`config.mk`:
```
export PLATFORM = sky130hd
export DESIGN_NAME = privacy_header_builder_crc16_unit
export DESIGN_NICKNAME = d
export VERILOG_FILES = /design/src/rtl/core/phb_pkg.sv /design/src/rtl/core/phb_front.sv /design/src/rtl/core/phb_back.sv /design/src/rtl/core/privacy_header_builder_crc16_unit.sv
export SDC_FILE = /design/constraint.sdc
export NUM_CORES = 1
export LEC_CHECK = 0
export BUFFER_PORTS_ARGS = -buffer_cell sky130_fd_sc_hd__buf_2
export CAP_MARGIN = 40
export CORE_MARGIN = 2
export CORE_UTILIZATION = 46
export DETAILED_ROUTE_END_ITERATION = 10
export GPL_TIMING_DRIVEN = 0
export SETUP_SLACK_MARGIN = 0.1
export SYNTH_ARGS = -nofsm -noshare
export SYNTH_HDL_FRONTEND = slang
export SYNTH_HIERARCHICAL = 1
export SYNTH_SLANG_ARGS = --single-unit
```
`constraint.sdc`:
```
create_clock -name clk -period 4.3 [get_ports clk]
set_input_delay 0.86 -clock clk [delete_from_list [all_inputs] [get_ports clk]]
set_output_delay 0.86 -clock clk [all_outputs]
set_load 0.005 [all_outputs]
```
`src/rtl/core/phb_pkg.sv`:
```
// shared types, constants and crc helper for the privacy header builder
package phb_pkg;

  localparam int unsigned HdrLen = 12;
  localparam int unsigned CrcSpan = 10;
  localparam logic [15:0] CRC_POLY = 16'h1021;
  localparam logic [15:0] CRC_INIT = 16'hFFFF;
  localparam logic [15:0] CRC_TOP = 16'h8000;
  localparam logic [2:0] ALGO_MASK = 3'h7;

  localparam logic [3:0] POS_VEC0 = 4'd0;
  localparam logic [3:0] POS_VEC1 = 4'd1;
  localparam logic [3:0] POS_VEC2 = 4'd2;
  localparam logic [3:0] POS_VEC3 = 4'd3;
  localparam logic [3:0] POS_KEY = 4'd4;
  localparam logic [3:0] POS_ALGO = 4'd5;
  localparam logic [3:0] POS_CRC_HI = 4'd10;
  localparam logic [3:0] POS_CRC_LO = 4'd11;

  typedef struct packed {
    logic [31:0] init_vector;
    logic [7:0]  key_ident;
    logic [2:0]  algo_ident;
  } req_t;

  typedef struct packed {
    logic valid;
    req_t req;
  } queue_head_t;

  function automatic logic [15:0] crc_byte(input logic [15:0] crc_in, input logic [7:0] data);
    logic [15:0] crc;
    crc = crc_in ^ {data, 8'h00};
    for (int b = 0; b < 8; b++) begin
      if ((crc & CRC_TOP) != 16'h0000) begin
        crc = (crc << 1) ^ CRC_POLY;
      end else begin
        crc = crc << 1;
      end
    end
    return crc;
  endfunction

endpackage

```
`src/rtl/core/phb_front.sv`:
```
// request intake and two-entry queue toward the byte emitter
module phb_front import phb_pkg::*; (
  input  logic        clk,
  input  logic        rst_n,
  input  logic        in_valid,
  output logic        in_stall,
  input  logic [31:0] in_init_vector,
  input  logic [7:0]  in_key_ident,
  input  logic [2:0]  in_algo_ident,
  output queue_head_t head,
  input  logic        pop
);

  req_t       entry_r [2];
  logic       wr_ptr_r, wr_ptr_nxt;
  logic       rd_ptr_r, rd_ptr_nxt;
  logic [1:0] count_r, count_nxt;
  logic       push;
  logic       do_pop;
  req_t       in_req;

  assign in_stall = (count_r == 2'd2);
  assign push = in_valid && !in_stall;
  assign do_pop = pop && (count_r != 2'd0);

  always_comb begin
    in_req.init_vector = in_init_vector;
    in_req.key_ident = in_key_ident;
    in_req.algo_ident = in_algo_ident & ALGO_MASK;
  end

  assign head.valid = (count_r != 2'd0);
  assign head.req = entry_r[rd_ptr_r];

  always_comb begin
    wr_ptr_nxt = push ? ~wr_ptr_r : wr_ptr_r;
    rd_ptr_nxt = do_pop ? ~rd_ptr_r : rd_ptr_r;
    count_nxt = count_r;
    if (push && !do_pop) begin
      count_nxt = count_r + 2'd1;
    end else if (!push && do_pop) begin
      count_nxt = count_r - 2'd1;
    end
  end

  always_ff @(posedge clk) begin
    if (!rst_n) begin
      wr_ptr_r <= 1'b0;
      rd_ptr_r <= 1'b0;
      count_r <= 2'd0;
    end else begin
      wr_ptr_r <= wr_ptr_nxt;
      rd_ptr_r <= rd_ptr_nxt;
      count_r <= count_nxt;
    end
  end

  always_ff @(posedge clk) begin
    if (push) begin
      entry_r[wr_ptr_r] <= in_req;
    end
  end

endmodule

```
`src/rtl/core/phb_back.sv`:
```
// header byte emitter with running crc and output register
module phb_back import phb_pkg::*; (
  input  logic        clk,
  input  logic        rst_n,
  input  queue_head_t head,
  output logic        pop,
  output logic        out_valid,
  input  logic        out_stall,
  output logic [7:0]  out_header_byte,
  output logic [3:0]  out_byte_position,
  output logic        out_last_byte
);

  logic        busy_r, busy_nxt;
  logic [3:0]  idx_r, idx_nxt;
  logic [15:0] crc_r, crc_nxt;
  req_t        held_r, held_nxt;
  logic        out_valid_r, out_valid_nxt;
  logic [7:0]  byte_r, byte_nxt;
  logic [3:0]  pos_r, pos_nxt;
  logic        last_r, last_nxt;
  logic        adv;
  logic [7:0]  cur_byte;

  assign adv = !out_valid_r || !out_stall;

  always_comb begin
    case (idx_r)
      POS_VEC0:   cur_byte = held_r.init_vector[31:24];
      POS_VEC1:   cur_byte = held_r.init_vector[23:16];
      POS_VEC2:   cur_byte = held_r.init_vector[15:8];
      POS_VEC3:   cur_byte = held_r.init_vector[7:0];
      POS_KEY:    cur_byte = held_r.key_ident;
      POS_ALGO:   cur_byte = {held_r.algo_ident, 5'b00000};
      POS_CRC_HI: cur_byte = crc_r[15:8];
      POS_CRC_LO: cur_byte = crc_r[7:0];
      default:    cur_byte = 8'h00;
    endcase
  end

  always_comb begin
    busy_nxt = busy_r;
    idx_nxt = idx_r;
    crc_nxt = crc_r;
    held_nxt = held_r;
    out_valid_nxt = out_valid_r;
    byte_nxt = byte_r;
    pos_nxt = pos_r;
    last_nxt = last_r;
    pop = 1'b0;
    if (adv) begin
      if (busy_r) begin
        out_valid_nxt = 1'b1;
        byte_nxt = cur_byte;
        pos_nxt = idx_r;
        last_nxt = (idx_r == POS_CRC_LO);
        if (idx_r == POS_CRC_LO) begin
          busy_nxt = head.valid;
          pop = head.valid;
          held_nxt = head.req;
          idx_nxt = 4'd0;
          crc_nxt = CRC_INIT;
        end else begin
          idx_nxt = idx_r + 4'd1;
          if (idx_r < POS_CRC_HI) begin
            crc_nxt = crc_byte(crc_r, cur_byte);
          end
        end
      end else begin
        out_valid_nxt = 1'b0;
        if (head.valid) begin
          pop = 1'b1;
          busy_nxt = 1'b1;
          held_nxt = head.req;
          idx_nxt = 4'd0;
          crc_nxt = CRC_INIT;
        end
      end
    end
  end

  always_ff @(posedge clk) begin
    if (!rst_n) begin
      busy_r <= 1'b0;
      idx_r <= 4'd0;
      crc_r <= CRC_INIT;
      out_valid_r <= 1'b0;
    end else begin
      busy_r <= busy_nxt;
      idx_r <= idx_nxt;
      crc_r <= crc_nxt;
      out_valid_r <= out_valid_nxt;
    end
  end

  always_ff @(posedge clk) begin
    held_r <= held_nxt;
    byte_r <= byte_nxt;
    pos_r <= pos_nxt;
    last_r <= last_nxt;
  end

  assign out_valid = out_valid_r;
  assign out_header_byte = byte_r;
  assign out_byte_position = pos_r;
  assign out_last_byte = last_r;

endmodule

```
`src/rtl/core/privacy_header_builder_crc16_unit.sv`:
```
// top level of the privacy header builder with crc-16 trailer
//
//   channel | direction | ports
//   --------+-----------+-----------------------------------------------------
//   in      | input     | in_valid, in_stall, in_init_vector, in_key_ident,
//           |           | in_algo_ident
//   out     | output    | out_valid, out_stall, out_header_byte,
//           |           | out_byte_position, out_last_byte
//
// each request word yields twelve output words, one per cycle while out_stall is low, and
// the byte emitter takes the next request as it sends the last byte of the current one
// from an idle block, the first byte passes the queue entry, the held request and the output register
// a two-entry queue takes request words while the emitter is busy
// synchronous active-low reset empties the queue and the output register
// out_stall holds the output word and freezes the emitter and its crc
module privacy_header_builder_crc16_unit import phb_pkg::*; (
  input  logic        clk,
  input  logic        rst_n,
  input  logic        in_valid,
  output logic        in_stall,
  input  logic [31:0] in_init_vector,
  input  logic [7:0]  in_key_ident,
  input  logic [2:0]  in_algo_ident,
  output logic        out_valid,
  input  logic        out_stall,
  output logic [7:0]  out_header_byte,
  output logic [3:0]  out_byte_position,
  output logic        out_last_byte
);

  queue_head_t head;
  logic        pop;

  phb_front u_front (
    .clk            (clk),
    .rst_n          (rst_n),
    .in_valid       (in_valid),
    .in_stall       (in_stall),
    .in_init_vector (in_init_vector),
    .in_key_ident   (in_key_ident),
    .in_algo_ident  (in_algo_ident),
    .head           (head),
    .pop            (pop)
  );

  phb_back u_back (
    .clk               (clk),
    .rst_n             (rst_n),
    .head              (head),
    .pop               (pop),
    .out_valid         (out_valid),
    .out_stall         (out_stall),
    .out_header_byte   (out_header_byte),
    .out_byte_position (out_byte_position),
    .out_last_byte     (out_last_byte)
  );

endmodule

```
==> reports/summary.txt, run 1 <==
======================================================================================
Result of the run                                                         finished, final reports clean
Most area-hungry cell type in the Yosys netlist                           sky130_fd_sc_hd__edfxtp_1
Warning count from the yosys run                                                     6
TritonCTS Buffers                                                                   17
Fraction of registers with async set/reset                                          0%
Total global routing track utilization                                           17.5%
GR Overflow Total                                                                    0
Achievable clock frequency                                                   0.331 GHz
Max_cap viols                                                                        0
PwrDens                                                                     731 nW/µm²
Core box area                                                                14500 µm²
Clock skew                                                                  0.00599 ns
Die Span Y                                                                      126 µm
EDFF count, synth                                                                  142
Largest incremental delay on the critical path                                 0.63 ns
Number of standard cells in the final layout excluding fillers                     701
Data required time of the critical path                                        4.62 ns
Slack of the worst reg-to-reg path                                             1.28 ns
Peak ir drop on the vdd network                                                 310 µV
Clk root buf                                                              sky130_fd_sc_hd__clkbuf_16
Count of state elements after synthesis                                            169
Share of the cycle needed by the critical path after routing                     70.3%
Power, Total                                                                   5870 µW
Number of hold violations in the final report                                        0
Routed via count divided by cell count                                            5.34
Hold path startpoint                                                      u_back/idx_r[2]
Clk_lat worst skew                                                             0.43 ns
Clock slew at the register clock pins of the worst setup and hold paths        0.07 ns
Fraction of synthesized cell area taken by the top area cell type                62.8%
DR vias                                                                           3742
Final RePlAce weighted congestion                                                0.798
Synthesized instance count                                                         419
Detail Placement HPWL                                                          8860 µm
Slew HR                                                                          46.3%
Count of endpoints failing setup in the final report                                 0
Syn-to-layout area delta                                                         18.2%
Via count of the first global-routing pass                                        3789
Die area                                                                     15800 µm²
First-pass GRT wire length                                                    20600 µm
Cell depth of the worst flop-to-flop path                                            7
Unrepaired setup endpoints after global routing                                     no
Buffers inserted during post-CTS setup optimization                                  0
Critical path fanouts, max                                                          10
Nature of the critical path startpoint                                            flop
Endpoint kind of the worst setup timing path                                      flop
Number of top-level pins                                                            62
DRC errors left                                                                      0
Synthesized area                                                              6800 µm²
WHS Endpoint                                                              u_back/out_byte_position[2]
Distinct cells, synth                                                               59
Hold-fix buffers at CTS                                                              0
Ant diodes                                                                           0
Leak pwr                                                                    0.00283 µW
Tmin final                                                                     3.02 ns
Fin nets                                                                           556
Pin count of the biggest net entering global routing                                27
Data arrival time at the worst-slack endpoint                                  3.34 ns
Sequential area share after synthesis                                            70.7%
Hold Path Depth                                                                      0
Wirelength per Cell                                                            18.5 µm
Worst slew pin tran                                                           0.806 ns
Dominant cells by area after synthesis                                    sky130_fd_sc_hd__edfxtp_1, sky130_fd_sc_hd__dfxtp_1, sky130_fd_sc_hd__mux2_2, sky130_fd_sc_hd__mux2i_1, sky130_fd_sc_hd__xnor2_1
Buffers from clock root to sink, at most                                             2
Die width                                                                       126 µm
Critical path, cell by cell                                               ha_1, o21bai_1, a31oi_2, nand2_2, nor2_1, a21boi_1, o22a_1
Reg-to-Reg End                                                            u_back/crc_r[14]
CTS H-tree lvls                                                                      4
Fraction of final layout cells sized beyond drive strength 1                     33.7%
Launching point of the worst reg2reg path                                 u_back/idx_r[1]
Most common cell after layout, fill and taps aside                        sky130_fd_sc_hd__edfxtp_1
Detailed-router iteration count before antenna repair                                4
Violation count after the first detailed-route iteration                           214
Count of clock tree sinks                                                          169
Routed Wire Length                                                            13000 µm
CP delay by family, top                                                   compound AO/OA/AOI/OAI gates
Initial standard-cell utilization of the core                                    46.9%
Cell with the largest stage delay on the worst path                       sky130_fd_sc_hd__nor2_1
Syn avg cell area                                                             16.2 µm²
CTS tree                                                                           yes
Syn Nets                                                                           471
Buffers on Ports                                                                    61
HP Class                                                                       reg2reg
Post-CTS sizing                                                                      0
Buffering stage count on the worst path with inverters included                      0
Tightest hold margin                                                          0.467 ns
Remaining number of nets flagged by the antenna check after routing                  0
Primary flip-flop cell chosen by synthesis mapping                        sky130_fd_sc_hd__edfxtp_1
Type of the setup path with the least slack                                    reg2reg
Initial antenna violation count                                                      0
Placed Instances                                                                   669
Most used cells in the layout excluding fill and tap cells                sky130_fd_sc_hd__edfxtp_1, sky130_fd_sc_hd__buf_2, sky130_fd_sc_hd__mux2_2, sky130_fd_sc_hd__dfxtp_1, sky130_fd_sc_hd__nor2_1
Standard-cell row count                                                             44
Max Slew Vio Count                                                                   0
======================================================================================
## cell usage after synthesis (2+ instances only)
cell	n
sky130_fd_sc_hd__a22oi_1	8
sky130_fd_sc_hd__dfxtp_1	27
sky130_fd_sc_hd__clkbuf_1	2
sky130_fd_sc_hd__buf_6	2
sky130_fd_sc_hd__xnor2_2	2
sky130_fd_sc_hd__nand3b_1	2
sky130_fd_sc_hd__o21ai_1	4
sky130_fd_sc_hd__o21a_1	4
sky130_fd_sc_hd__nor2_1	20
sky130_fd_sc_hd__and2_1	6
sky130_fd_sc_hd__buf_4	4
sky130_fd_sc_hd__edfxtp_1	142
sky130_fd_sc_hd__mux2i_1	14
sky130_fd_sc_hd__o31ai_4	3
sky130_fd_sc_hd__inv_1	11
sky130_fd_sc_hd__nand3_1	4
sky130_fd_sc_hd__xnor2_1	11
sky130_fd_sc_hd__and3_1	4
sky130_fd_sc_hd__o21ai_0	3
sky130_fd_sc_hd__nand2_1	14
sky130_fd_sc_hd__buf_2	3
sky130_fd_sc_hd__ha_1	5
sky130_fd_sc_hd__nand2b_1	4
sky130_fd_sc_hd__nor2b_1	3
sky130_fd_sc_hd__o22ai_1	15
sky130_fd_sc_hd__xor2_1	9
sky130_fd_sc_hd__a21boi_1	2
sky130_fd_sc_hd__a21oi_1	14
sky130_fd_sc_hd__xor2_2	5
sky130_fd_sc_hd__mux2_2	43
## metrics by stage
step | setup WS (ns) | setup TNS, ns | cell area, µm² | utilization, %
floorplan | 0.834 | 0 | 6800 | -
global placement | -0.315 | -16.41 | 7330 | 50.6
detailed placement | 1.12 | 0 | 7430 | 51.3
CTS | 1.38 | 0 | 8030 | 55.5
global route | 1.11 | 0 | 8030 | 55.5
finish | 1.28 | 0 | 8030 | 55.5
## worst max path at each step
stage                         start  slack, ns           endpoint  cells after the start
floorplan           u_back/idx_r[1]       0.83   u_back/held_r[0]                      4
global placement    u_back/idx_r[1]      -0.32  u_back/held_r[41]                      4
detailed placement        out_stall       1.12   u_back/crc_r[14]                      8
CTS                 u_back/idx_r[1]       1.38   u_back/crc_r[14]                      7
global route        u_back/idx_r[1]       1.11   u_back/crc_r[14]                      7
finish              u_back/idx_r[1]       1.28   u_back/crc_r[14]                      7
## routing by layer
metal,vias to the layer above,global-route usage (%),part of all wire [%]
met5,-,0,0
met2,107,27.2,48
met1,1859,23.2,44
met4,0,7.12,2.3
li1,1754,-,-
met3,22,5.09,5.4
## cell type report
type | instances | area [µm²]
multi-input cells | 225 | 1870
clock inverters | 14 | 170
inverters | 12 | 45.0
flip-flops and latches | 169 | 4800
fillers | 1185 | 6450
plain buffers | 13 | 95.1
repair buffers | 66 | 390
clock buffers | 18 | 429
well taps | 184 | 230
## state kept, by name (all words and copies together) (netlist names), 2 cells and up, named ones only
register                  flops
u_back/out_header_byte        8
u_front/count_r               2
u_back/crc_r                 16
u_front/entry_r              86
u_back/out_byte_position      4
u_back/idx_r                  4
u_back/held_r                43
## where the power goes
| group | total, µW | internal (µW) | switching, µW |
|---|---|---|---|
| Combinational | 1770 | 774 | 992 |
| Sequential | 2570 | 2380 | 196 |
| Clock | 1530 | 915 | 615 |
| Total | 5870 | 4070 | 1800 |
## cell families after synthesis
logic type / Yosys count / synth area share [%]
flip-flops: 169 / 70.7
AO/OA/AOI/OAI: 68 / 7.49
AND/OR/NAND/NOR: 68 / 5.38
multiplexers: 57 / 9.19
XOR/XNOR: 27 / 4.25
buffers and inverters: 25 / 2.06
adder cells (fa/ha/maj): 5 / 0.921
No activity file was read; power rests on OpenSTA's default activity.
==> run 2, diff against run 1 <==
Clock period 4.3 ns to 2.8 ns, I/O delays scaled along.
==> reports/summary.txt, run 2 (same netlist as run 1, synthesis figures left out) <==
======================================================================================
Result of the run                                                         finished, final reports clean
Initial standard-cell utilization of the core                                    46.9%
Violation count after the first detailed-route iteration                           260
Cell with the largest stage delay on the worst path                       sky130_fd_sc_hd__dfxtp_4
Unrepaired setup endpoints after global routing                                    yes
Achievable clock frequency                                                   0.382 GHz
GR Overflow Total                                                                    0
Tmin final                                                                     2.62 ns
Number of stages on the worst setup path                                            10
Share of the cycle needed by the critical path after routing                     93.6%
Core box area                                                                14500 µm²
Die area                                                                     15800 µm²
Detail Placement HPWL                                                          8800 µm
Final RePlAce weighted congestion                                                0.860
Leak pwr                                                                    0.00285 µW
Endpoint kind of the worst setup timing path                                      flop
Fin nets                                                                           559
DR vias                                                                           3663
Type of the setup path with the least slack                                    reg2reg
TritonCTS Buffers                                                                   17
Routed via count divided by cell count                                            5.20
Most used cells in the layout excluding fill and tap cells                sky130_fd_sc_hd__edfxtp_1, sky130_fd_sc_hd__buf_2, sky130_fd_sc_hd__mux2_2, sky130_fd_sc_hd__dfxtp_1, sky130_fd_sc_hd__nor2_1
Clock slew at the register clock pins of the worst setup and hold paths        0.07 ns
End point of the critical path                                            u_back/crc_r[6]
CTS tree                                                                           yes
Setup ws final                                                                0.179 ns
Reg-to-Reg End                                                            u_back/crc_r[6]
Data arrival time at the worst-slack endpoint                                  2.91 ns
First-pass GRT wire length                                                    20600 µm
Largest registers ranked by flip-flop count                               u_front/entry_r: 86 flops, u_back/held_r: 43 flops, u_back/crc_r: 16 flops
Via count of the first global-routing pass                                        3683
Slack of the worst reg-to-reg path                                             0.18 ns
Remaining number of nets flagged by the antenna check after routing                  0
Syn-to-layout area delta                                                         19.0%
Largest incremental delay on the critical path                                 0.42 ns
CTS H-tree lvls                                                                      4
Clock skew                                                                  0.00872 ns
Most common cell after layout, fill and taps aside                        sky130_fd_sc_hd__edfxtp_1
CP delay by family, top                                                   compound AO/OA/AOI/OAI gates
Buffers from clock root to sink, at most                                             2
HP Class                                                                        in2reg
Buffering stage count on the worst path with inverters included                      2
Ant diodes                                                                           0
Standard-cell row count                                                             44
DRC errors left                                                                      0
Critical path fanouts, max                                                          10
Detailed-router iteration count before antenna repair                                4
Worst slew pin tran                                                           0.768 ns
Slew HR                                                                          48.8%
Die width                                                                       126 µm
Initial antenna violation count                                                      0
Peak ir drop on the vdd network                                                 632 µV
Number of hold violations in the final report                                        0
PwrDens                                                                    1120 nW/µm²
Clk_lat worst skew                                                             0.42 ns
Nature of the critical path startpoint                                            flop
Setup TNS Final                                                                   0 ns
Cell depth of the worst flop-to-flop path                                           10
Pin count of the biggest net entering global routing                                27
Largest register FFs                                                                86
Clk root buf                                                              sky130_fd_sc_hd__clkbuf_16
Wirelength per Cell                                                            18.5 µm
Critical path, cell by cell                                               inv_1, ha_1, buf_2, a22oi_1, o22ai_1, o31ai_4, xor2_4, xnor2_2, xor2_1, a21oi_1
Total global routing track utilization                                           17.5%
Routed Wire Length                                                            13000 µm
Max_cap viols                                                                        0
Tightest hold margin                                                          0.320 ns
Max Slew Vio Count                                                                   0
Number of top-level pins                                                            62
Buffers on Ports                                                                    61
Die Span Y                                                                      126 µm
Fraction of final layout cells sized beyond drive strength 1                     35.8%
Count of endpoints failing setup in the final report                                 0
Count of clock tree sinks                                                          169
Start point of the critical path                                          u_back/idx_r[1]
Largest register by flop count                                            u_front/entry_r
Launching point of the worst reg2reg path                                 u_back/idx_r[1]
Worst slack after detailed placement                                         -0.135 ns
Data required time of the critical path                                        3.09 ns
======================================================================================
==> run 2: changes by cell type in the layout (fill, tap and decap cells not counted), sizes merged <==
cell | previous run | this run
inv | 15 | 17
buf | 76 | 79
bufinv | 3 | 1
clkbuf | 21 | 20
clkinv | 5 | 6
==> run 2: worst min path at each step <==
stage	start	end	slack (ns)	depth (start not counted)
detailed placement	u_back/idx_r[2]	u_back/out_byte_position[2]	0.44	0
CTS	in_init_vector[27]	u_front/entry_r[0][38]	0.30	1
finish	in_init_vector[2]	u_front/entry_r[0][13]	0.32	1
global placement	u_back/idx_r[2]	u_back/out_byte_position[2]	0.44	0
floorplan	u_back/idx_r[2]	u_back/out_byte_position[2]	0.43	0
global route	in_init_vector[17]	u_front/entry_r[0][28]	0.30	1
==> run 2: what timing repair did <==
| action | 4_1_cts | 5_1_grt |
|---|---|---|
| endpoints found under the setup margin | 11 | 12 |
| resized for setup | 3 | 9 |
| hold buffers | 0 | 0 |
| setup buffers | 2 | 1 |
| pin swaps | 2 | 2 |
==> run 2: routing by layer <==
layer,vias to the layer above,part of all wire (%),track usage (%)
met4,0,1.4,6.54
met1,1804,46,24.5
met3,15,4.4,4.75
li1,1760,-,-
met5,-,0,0
met2,84,48,26.3
==> run 2: cell type report <==
type                       count  area, µm²
buffer                        13       95.1
clock buffer                  17        425
clock inverter                15        143
fill                        1154       6390
inverter                      12       45.0
multi-input combinational    225       1920
sequential                   169       4810
tap                          184        230
timing repair buffer          69        413
==> run 2: report_power, final <==
group | total [µW] | leakage (µW) | switching, µW | internal, µW
Clock | 2240 | 0.000270 | 1000 | 1240
Sequential | 3950 | 0.00156 | 297 | 3650
Combinational | 2900 | 0.00102 | 1580 | 1320
Total | 9090 | 0.00285 | 2880 | 6210
==> run 2: through the flow <==
stage	util, %	power, µW	instance area, µm²	std cells
2_1_floorplan	-	5890	6810	419
3_3_place_gp	50.7	6600	7340	664
3_5_place_dp	51.3	6700	7430	669
4_1_cts	55.5	9050	8030	703
5_1_grt	55.8	9560	8090	704
6_report	55.8	9090	8090	704
==> run 3, diff against run 2 <==
Settings changed: SETUP_SLACK_MARGIN 0.1 to 0.2.
==> reports/summary.txt, run 3 (same netlist as run 1, synthesis figures left out) <==
======================================================================================
Max_cap viols                                                                        0
Routed via count divided by cell count                                            5.22
Wirelength per Cell                                                            18.5 µm
Clk root buf                                                              sky130_fd_sc_hd__clkbuf_16
Setup TNS Final                                                                   0 ns
GR Overflow Total                                                                    0
Total global routing track utilization                                           17.6%
Largest register by flop count                                            u_front/entry_r
HP Class                                                                        in2reg
Initial antenna violation count                                                      0
Most common cell after layout, fill and taps aside                        sky130_fd_sc_hd__edfxtp_1
First-pass GRT wire length                                                    20600 µm
Largest registers ranked by flip-flop count                               u_front/entry_r: 86 flops, u_back/held_r: 43 flops, u_back/crc_r: 16 flops
DR vias                                                                           3705
Final design area excluding fillers                                           8160 µm²
Leak pwr                                                                    0.00288 µW
Pin count of the biggest net entering global routing                                27
Fin nets                                                                           565
Buffering stage count on the worst path with inverters included                      2
Clock skew                                                                  0.00942 ns
Worst slew pin tran                                                           0.796 ns
Endpoint kind of the worst setup timing path                                      flop
Max Slew Vio Count                                                                   0
Hold-fix buffers at CTS                                                              0
# fillers                                                                         1149
Slew HR                                                                          47.0%
Unrepaired setup endpoints after global routing                                     no
Clock slew at the register clock pins of the worst setup and hold paths        0.07 ns
Detailed-router iteration count before antenna repair                                5
Result of the run                                                         finished, final reports clean
Clk_lat worst skew                                                             0.43 ns
Count of clock tree sinks                                                          169
TritonCTS Buffers                                                                   17
Largest register FFs                                                                86
Critical path, cell by cell                                               inv_1, ha_1, buf_4, a22oi_1, a221oi_1, o21ai_2, xor2_2, xor2_1, xor2_1, a21oi_1
Top cell by count, worst path                                             sky130_fd_sc_hd__xor2_1
PwrDens                                                                    1120 nW/µm²
Data required time of the critical path                                        3.10 ns
Placed Instance Area                                                          7430 µm²
Most used cells in the layout excluding fill and tap cells                sky130_fd_sc_hd__edfxtp_1, sky130_fd_sc_hd__buf_2, sky130_fd_sc_hd__mux2_2, sky130_fd_sc_hd__dfxtp_1, sky130_fd_sc_hd__nor2_1
Remaining number of nets flagged by the antenna check after routing                  0
DRC errors left                                                                      0
Type of the setup path with the least slack                                    reg2reg
Initial standard-cell utilization of the core                                    46.9%
Routed Wire Length                                                            13200 µm
Tightest hold margin                                                          0.319 ns
Tmin final                                                                     2.47 ns
Critical path fanouts, max                                                          10
Syn-to-layout area delta                                                         20.1%
Number of top-level pins                                                            62
Ant diodes                                                                           0
Buffers from clock root to sink, at most                                             2
Via count of the first global-routing pass                                        3692
CTS tree                                                                           yes
Share of the cycle needed by the critical path after routing                     88.2%
CP delay by family, top                                                   XOR/XNOR gates
Peak ir drop on the vdd network                                                 626 µV
Die area                                                                     15800 µm²
Nature of the critical path startpoint                                            flop
Detail Placement HPWL                                                          8800 µm
CTS H-tree lvls                                                                      4
Core box area                                                                14500 µm²
Die width                                                                       126 µm
Cell with the largest stage delay on the worst path                       sky130_fd_sc_hd__dfxtp_4
Share of the core filled with cells in the final layout                          56.3%
Buffers on Ports                                                                    61
Number of hold violations in the final report                                        0
Fraction of final layout cells sized beyond drive strength 1                     37.3%
Die Span Y                                                                      126 µm
Violation count after the first detailed-route iteration                           290
Achievable clock frequency                                                   0.405 GHz
Largest incremental delay on the critical path                                 0.38 ns
Standard-cell row count                                                             44
Data arrival time at the worst-slack endpoint                                  2.77 ns
Final RePlAce weighted congestion                                                0.860
Count of endpoints failing setup in the final report                                 0
======================================================================================
run 3: cell types whose count changed in the layout (fill, tap and decap cells not counted):
cell	delta
sky130_fd_sc_hd__xnor2_2	+1
sky130_fd_sc_hd__dfxtp_4	+1
sky130_fd_sc_hd__xnor2_1	-1
sky130_fd_sc_hd__clkbuf_2	-1
sky130_fd_sc_hd__dfxtp_2	-1
sky130_fd_sc_hd__a22oi_1	-2
sky130_fd_sc_hd__buf_2	-1
sky130_fd_sc_hd__ha_1	-1
sky130_fd_sc_hd__a22oi_2	+2
sky130_fd_sc_hd__clkbuf_4	+1
sky130_fd_sc_hd__ha_2	+1
sky130_fd_sc_hd__buf_4	+7
run 3: final timing paths:
| path | start | endpoint | slack (ns) | depth (start not counted) |
|---|---|---|---|---|
| min reg2reg | u_back/idx_r[2] | u_back/out_byte_position[2] | 0.46 | 0 |
| max reg2reg | u_back/idx_r[1] | u_back/crc_r[7] | 0.33 | 10 |
| max | u_back/idx_r[1] | u_back/crc_r[7] | 0.33 | 10 |
| min | in_init_vector[17] | u_front/entry_r[0][28] | 0.32 | 1 |
run 3: power by group:
part	switching, µW	internal (µW)
Sequential	302	3650
Clock	1000	1240
Combinational	1590	1370
run 3: area by class of cell:
class	instances	area, µm²	area share [%]
Clock buffer	17	425	5.21
Buffer	13	100	1.23
Sequential cell	169	4810	59.0
Clock inverter	15	143	1.75
Multi-Input combinational cell	225	1940	23.8
Tap cell	184	230	2.82
Inverter	12	45.0	0.552
Timing Repair Buffer	75	458	5.61
run 3: routing by layer:
metal | vias up | GRT usage (%) | share of wire [%]
li1 | 1774 | - | -
met1 | 1812 | 24.6 | 46
met2 | 101 | 26.5 | 48
met3 | 18 | 4.75 | 4.5
met4 | 0 | 6.54 | 1.8
met5 | - | 0 | 0
run 3: repair_timing:
item | CTS | global route
endpoints found under the setup margin | 14 | 14
resized for setup | 6 | 15
pin swaps | 2 | 6
buffers inserted | 3 | 6
run 3: metrics by stage:
step                      instances  power, µW  worst slack [ns]
after CTS                       704       9090             0.217
after global placement          664       6600            -0.172
final                           710       9160             0.331
after floorplan                 419       5890             0.457
after global routing            710       9640             0.214
after detailed placement        669       6700            -0.135
run 3: worst register-to-register path, stage by stage (launching register included):
cell	delay, ns
sky130_fd_sc_hd__dfxtp_4	0.38
sky130_fd_sc_hd__inv_1	0.08
sky130_fd_sc_hd__ha_1	0.25
sky130_fd_sc_hd__buf_4	0.21
sky130_fd_sc_hd__a22oi_1	0.26
sky130_fd_sc_hd__a221oi_1	0.13
sky130_fd_sc_hd__o21ai_2	0.24
sky130_fd_sc_hd__xor2_2	0.28
sky130_fd_sc_hd__xor2_1	0.26
sky130_fd_sc_hd__xor2_1	0.17
sky130_fd_sc_hd__a21oi_1	0.08
